===== config.mk =====
export PLATFORM = sky130hd
export DESIGN_NAME = swmf_median
export DESIGN_NICKNAME = d
export VERILOG_FILES = /design/src/rtl/swmf_pkg.sv /design/src/rtl/swmf_median.sv
export SDC_FILE = /design/constraint.sdc
export NUM_CORES = 2
export LEC_CHECK = 0
export BUFFER_PORTS_ARGS = -buffer_cell sky130_fd_sc_hd__buf_2
export CELL_PAD_IN_SITES_DETAIL_PLACEMENT = 1
export CELL_PAD_IN_SITES_GLOBAL_PLACEMENT = 1
export CORE_MARGIN = 3
export CORE_UTILIZATION = 28
export CTS_CLUSTER_DIAMETER = 50
export DETAILED_ROUTE_END_ITERATION = 7
export PLACE_DENSITY = 0.55
export SLEW_MARGIN = 20
export SYNTH_ARGS = -nofsm -noshare
export SYNTH_HDL_FRONTEND = slang
export SYNTH_SLANG_ARGS = --single-unit

===== constraint.sdc =====
create_clock -name aclk -period 5.95 [get_ports aclk]
set_clock_uncertainty 0.05 [all_clocks]
set_input_delay 0.2975 -clock aclk [delete_from_list [all_inputs] [get_ports aclk]]
set_output_delay 0.2975 -clock aclk [all_outputs]
set_load 0.02 [all_outputs]

===== src/rtl/swmf_pkg.sv =====
`default_nettype none
// -----------------------------------------------------------------------------
// swmf_pkg
// Shared types and constants of the sliding window median filter.
// -----------------------------------------------------------------------------
package swmf_pkg;

    localparam int PIX_W   = 8;
    localparam int POS_W   = 8;
    localparam int CFG_W   = 9;
    localparam int WIN     = 5;
    localparam int WIN_N   = WIN * WIN;
    localparam int RANK_W  = 5;
    localparam int LINES   = 4;
    localparam int WORD_W  = LINES * PIX_W;

    localparam logic [RANK_W-1:0] MID_3X3 = RANK_W'(4);
    localparam logic [RANK_W-1:0] MID_5X5 = RANK_W'(12);

    typedef enum logic [2:0] {
        REG_WINDOW_MODE      = 3'd0,
        REG_LINE_WIDTH       = 3'd1,
        REG_FRAME_HEIGHT     = 3'd2,
        REG_REGION_ROW_FIRST = 3'd3,
        REG_REGION_COL_FIRST = 3'd4,
        REG_REGION_ROW_STOP  = 3'd5,
        REG_REGION_COL_STOP  = 3'd6
    } swmf_reg_t;

    typedef struct packed {
        logic             valid;
        logic             mode;
        logic [POS_W-1:0] row;
        logic [POS_W-1:0] col;
    } swmf_meta_t;

endpackage
`default_nettype wire


===== src/rtl/swmf_median.sv =====
`default_nettype none
// -----------------------------------------------------------------------------
// swmf_median
// Three-stage rank network: pairwise compares, rank counts, median select.
// -----------------------------------------------------------------------------
module swmf_median (
    input  wire logic                       aclk,
    input  wire logic                       aresetn,
    input  wire logic                       en,
    input  wire swmf_pkg::swmf_meta_t       meta_in,
    input  wire logic [swmf_pkg::PIX_W-1:0] win_in [swmf_pkg::WIN_N],
    output swmf_pkg::swmf_meta_t            meta_out,
    output logic      [swmf_pkg::PIX_W-1:0] median_out
);

    localparam int N = swmf_pkg::WIN_N;

    logic [N-1:0]                act_in;
    logic [N-1:0]                cmp_next [N];
    logic [N-1:0]                cmp_reg [N];
    logic [N-1:0]                act_a_reg;
    logic [swmf_pkg::PIX_W-1:0]  val_a_reg [N];
    swmf_pkg::swmf_meta_t        meta_a_reg;

    logic [swmf_pkg::RANK_W-1:0] rank_reg [N];
    logic [N-1:0]                act_b_reg;
    logic [swmf_pkg::PIX_W-1:0]  val_b_reg [N];
    swmf_pkg::swmf_meta_t        meta_b_reg;

    logic [swmf_pkg::RANK_W-1:0] target;
    logic [swmf_pkg::PIX_W-1:0]  median_next;
    logic [swmf_pkg::PIX_W-1:0]  median_reg;
    swmf_pkg::swmf_meta_t        meta_c_reg;

    always_comb begin
        for (int i = 0; i < N; i++) begin
            act_in[i] = meta_in.mode || ((i / swmf_pkg::WIN) >= 2 && (i % swmf_pkg::WIN) >= 2);
        end
        for (int i = 0; i < N; i++) begin
            for (int j = 0; j < N; j++) begin
                cmp_next[i][j] = act_in[j] &&
                    ((win_in[j] < win_in[i]) || ((win_in[j] == win_in[i]) && (j < i)));
            end
        end
    end

    assign target = meta_b_reg.mode ? swmf_pkg::MID_5X5 : swmf_pkg::MID_3X3;

    always_comb begin
        median_next = '0;
        for (int i = 0; i < N; i++) begin
            if (act_b_reg[i] && (rank_reg[i] == target)) begin
                median_next = median_next | val_b_reg[i];
            end
        end
    end

    always_ff @(posedge aclk) begin
        if (en) begin
            for (int i = 0; i < N; i++) begin
                cmp_reg[i]   <= cmp_next[i];
                val_a_reg[i] <= win_in[i];
                rank_reg[i]  <= swmf_pkg::RANK_W'($countones(cmp_reg[i]));
                val_b_reg[i] <= val_a_reg[i];
            end
            act_a_reg  <= act_in;
            act_b_reg  <= act_a_reg;
            median_reg <= median_next;
        end
    end

    always_ff @(posedge aclk) begin
        if (!aresetn) begin
            meta_a_reg <= '0;
            meta_b_reg <= '0;
            meta_c_reg <= '0;
        end else if (en) begin
            meta_a_reg <= meta_in;
            meta_b_reg <= meta_a_reg;
            meta_c_reg <= meta_b_reg;
        end
    end

    assign meta_out   = meta_c_reg;
    assign median_out = median_reg;

endmodule
`default_nettype wire


==> flow_summary.json <==
{
  "route.detailed.drc": 2,
  "synth_top_flop_cell": "edfxtp_1",
  "synthTopCellsByCount": "2,822 x ha_1, 1,135 x edfxtp_1, 1,113 x inv_1",
  "die_y_um": 638,
  "port_buffers": 246,
  "finalCriticalPeriod_ns": 4.59,
  "power_density_nw_per_um2": 405,
  "relSlewSlack_pct": 16.8,
  "initial_core_util_pct": 28.2,
  "critPathTopFamily": "adder cells",
  "place_ws_ns": 1.38,
  "dr_total_vias": 94600,
  "die_x_um": 638,
  "critPathCaptureType": "flop",
  "syn_avg_cell_area_um2": 11.3,
  "violations": "design-rule violations",
  "slowest_delay_ns": 0.56,
  "yosysSeqAreaShare_pct": 31.4,
  "synthArstFlopShare_pct": 0,
  "clock_path_buffers": 4,
  "clkSinkCount": 1189,
  "final_nets": 14400,
  "postCtsSetupBuffers": 0,
  "critPathKind": "flop to flop",
  "synth_cell_types": 58,
  "cts_buffers": 221,
  "ys_ff_latch": 1189,
  "pin_count": 247,
  "yosysTopAreaCell": "ha_1",
  "grt_pass1_vias": 98200,
  "routed_wl_um": 597000,
  "synth_nets": 13400,
  "core_area_um2": 397000,
  "path_cells": "ha_1 > inv_1 > fa_1 > inv_1 > fa_1 > inv_1 > fa_1 > fa_1 > inv_1 > fa_1 > ha_1 > inv_1 > fa_1 > inv_1",
  "wl_per_cell_um": 36.6,
  "worst_pin_slew_ns": 1.25,
  "synth_most_common_cell": "ha_1",
  "cts.clk_slew.worst_paths_ns": 0.06,
  "synth_enable_flop_cells": 1135,
  "grt_pass1_wl_um": 803000,
  "row_count": 231,
  "critPathLaunchType": "flop",
  "min_path_type": "input port to flop",
  "grt_antenna_before_repair": 158,
  "slowest_stage": "fa_1",
  "grt_max_degree": 171,
  "grt-ovfl-total": 0,
  "drive_gt1_share_pct": 10.8,
  "max_freq_ghz": 0.218,
  "cts_tree": "done",
  "syn-cell-area_um2": 112000,
  "power_leakage_nw": 61.7,
  "setup_tns_ns": 0,
  "post-route-period-util_pct": 77.1,
  "status": "complete, but fails checks",
  "largest_reg_flops": 600,
  "die_area_um2": 407000,
  "ant_nets": 0,
  "cp_max_fo": 2,
  "drv_slew": 0,
  "dr.pass1.iters": 8,
  "cp.arrival_ns": 5.19,
  "setup_violations": 0,
  "synth_top_area_share_pct": 31.6,
  "syn-instance-count": 9935,
  "cts_max_level": 4,
  "clock_latency_ns": 0.93,
  "yosys-top-cells-area": "ha_1 32%, edfxtp_1 30%, fa_1 8.4%, a21o_1 4.1%, inv_1 3.7%",
  "setup_slack_ns": 1.36,
  "dpl.hpwl_um": 452000,
  "worstPathRequired_ns": 6.56,
  "place_congestion": 0.944,
  "area_delta_synth_final_pct": 17.5,
  "path_buf_inv": 6,
  "rsz0062_at_grt": "no",
  "track_usage_pct": 28.6,
  "viasPerCell": 5.80,
  "maxCapViolCount": 0,
  "ir_drop_uv": 333,
  "yosysWarnings": 0,
  "hold_violations": 0,
  "drt_iter0_drc": 10100,
  "cts_root_buf": "clkbuf_16"
}
[worst reg2reg max path: stages, from the launching register on]
cell and delay (ns):
edfxtp_1 0.38, ha_1 0.31, inv_1 0.06, fa_1 0.54, inv_1 0.08, fa_1 0.44, inv_1 0.09, fa_1 0.45
fa_1 0.56, inv_1 0.06, fa_1 0.56, ha_1 0.18, inv_1 0.05, fa_1 0.48, inv_1 0.04
[layer usage]
layer  track usage (%)  vias to the layer above  routed length [um]
met5                 0                        -                 456
met4              17.8                       70               43900
met3              5.27                     1439               46900
met2              44.7                     4325              262000
met1              36.3                    49200              243000
li1                  -                    39500                   -
[per-stage QoR]
| step | utilization [%] | hold WS [ns] | cell area, um2 | power (mW) | instances |
|---|---|---|---|---|---|
| after floorplan | - | 0.346 | 112000 | 31.0 | 9935 |
| after global placement | 30.8 | 0.351 | 122000 | 38.9 | 15700 |
| after detailed placement | 30.8 | 0.355 | 122000 | 40.3 | 15700 |
| after CTS | 33.1 | 0.00240 | 131000 | 53.5 | 16300 |
| after global routing | 33.1 | 0.0202 | 131000 | 57.6 | 16300 |
| final | 33.1 | 0.0533 | 131000 | 53.2 | 16300 |
[cell families after synthesis]
family | Yosys count | share of synthesized area [%]
and+or+nand+nor | 1833 | 9.55
AOI/OAI and AO/OA | 2303 | 13.9
buffers and inverters | 1188 | 4.02
muxes | 54 | 0.483
DFF | 1189 | 31.4
adders and majority gates | 3292 | 40.0
other | 1 | 0.00335
xor gates and xnor gates | 75 | 0.594
[cell type report]
type,count,area [um2]
Fill cell,43600,265000
Clock buffer,238,5710
Timing Repair Buffer,764,5780
Inverter,1113,4180
Antenna cell,49,123
Sequential cell,1189,35200
Tap cell,5242,6560
Clock inverter,167,1610
Multi-Input combinational cell,7558,72300
[power breakdown]
group / total (mW) / internal [mW] / switching [mW]
clock: 12.8 / 7.62 / 5.15
combinational: 27.7 / 11.6 / 16.1
sequential: 12.8 / 12.3 / 0.517
total: 53.2 / 31.4 / 21.8
[layout by cell type (no fill, tap or decap), drive strengths merged, types with 15 or more instances in the layout]
cell type | synthesis | layout
o41a | 15 | 15
clkbuf | 60 | 239
ha | 2822 | 2822
o221a | 86 | 86
diode | 0 | 49
o21ai | 316 | 316
a22oi | 40 | 40
fa | 470 | 470
xnor2 | 65 | 65
nand4 | 554 | 554
dlygate4sd3 | 0 | 162
clkinvlp | 0 | 27
nand2b | 182 | 182
inv | 1113 | 1173
o22ai | 175 | 175
a211oi | 21 | 21
a21o | 617 | 617
a222oi | 22 | 22
mux2i | 54 | 54
o211a | 71 | 71
a21oi | 562 | 562
or2 | 70 | 70
o22a | 25 | 25
a32oi | 35 | 35
and4b | 15 | 15
nand3 | 58 | 58
o21a | 276 | 276
buf | 15 | 601
nor3 | 24 | 24
clkinv | 0 | 68
dfxtp | 54 | 54
edfxtp | 1135 | 1135
and2 | 25 | 25
nor2b | 374 | 374
and3 | 88 | 88
and4 | 32 | 32
nor2 | 357 | 357
[final timing paths]
path,startpoint,end,slack [ns],cells after the start
hold / removal,win_in[118],val_a_reg[0][86]$_DFFE_PP_,0.05,2
hold reg to reg,val_a_reg[0][42]$_DFFE_PP_,val_b_reg[0][42]$_DFFE_PP_,0.30,0
setup / recovery,cmp_reg[10][22]$_DFFE_PP_,rank_reg[0][52]$_DFFE_PP_,1.36,14
setup reg to reg,cmp_reg[10][22]$_DFFE_PP_,rank_reg[0][52]$_DFFE_PP_,1.36,14
[timing repair]
| action | in CTS | in global routing |
|---|---|---|
| hold endpoints to repair | 238 | 1 |
| hold buffers | 161 | 1 |
| gates resized for setup | 0 | 0 |
No activity file was read; power rests on OpenSTA's default activity.
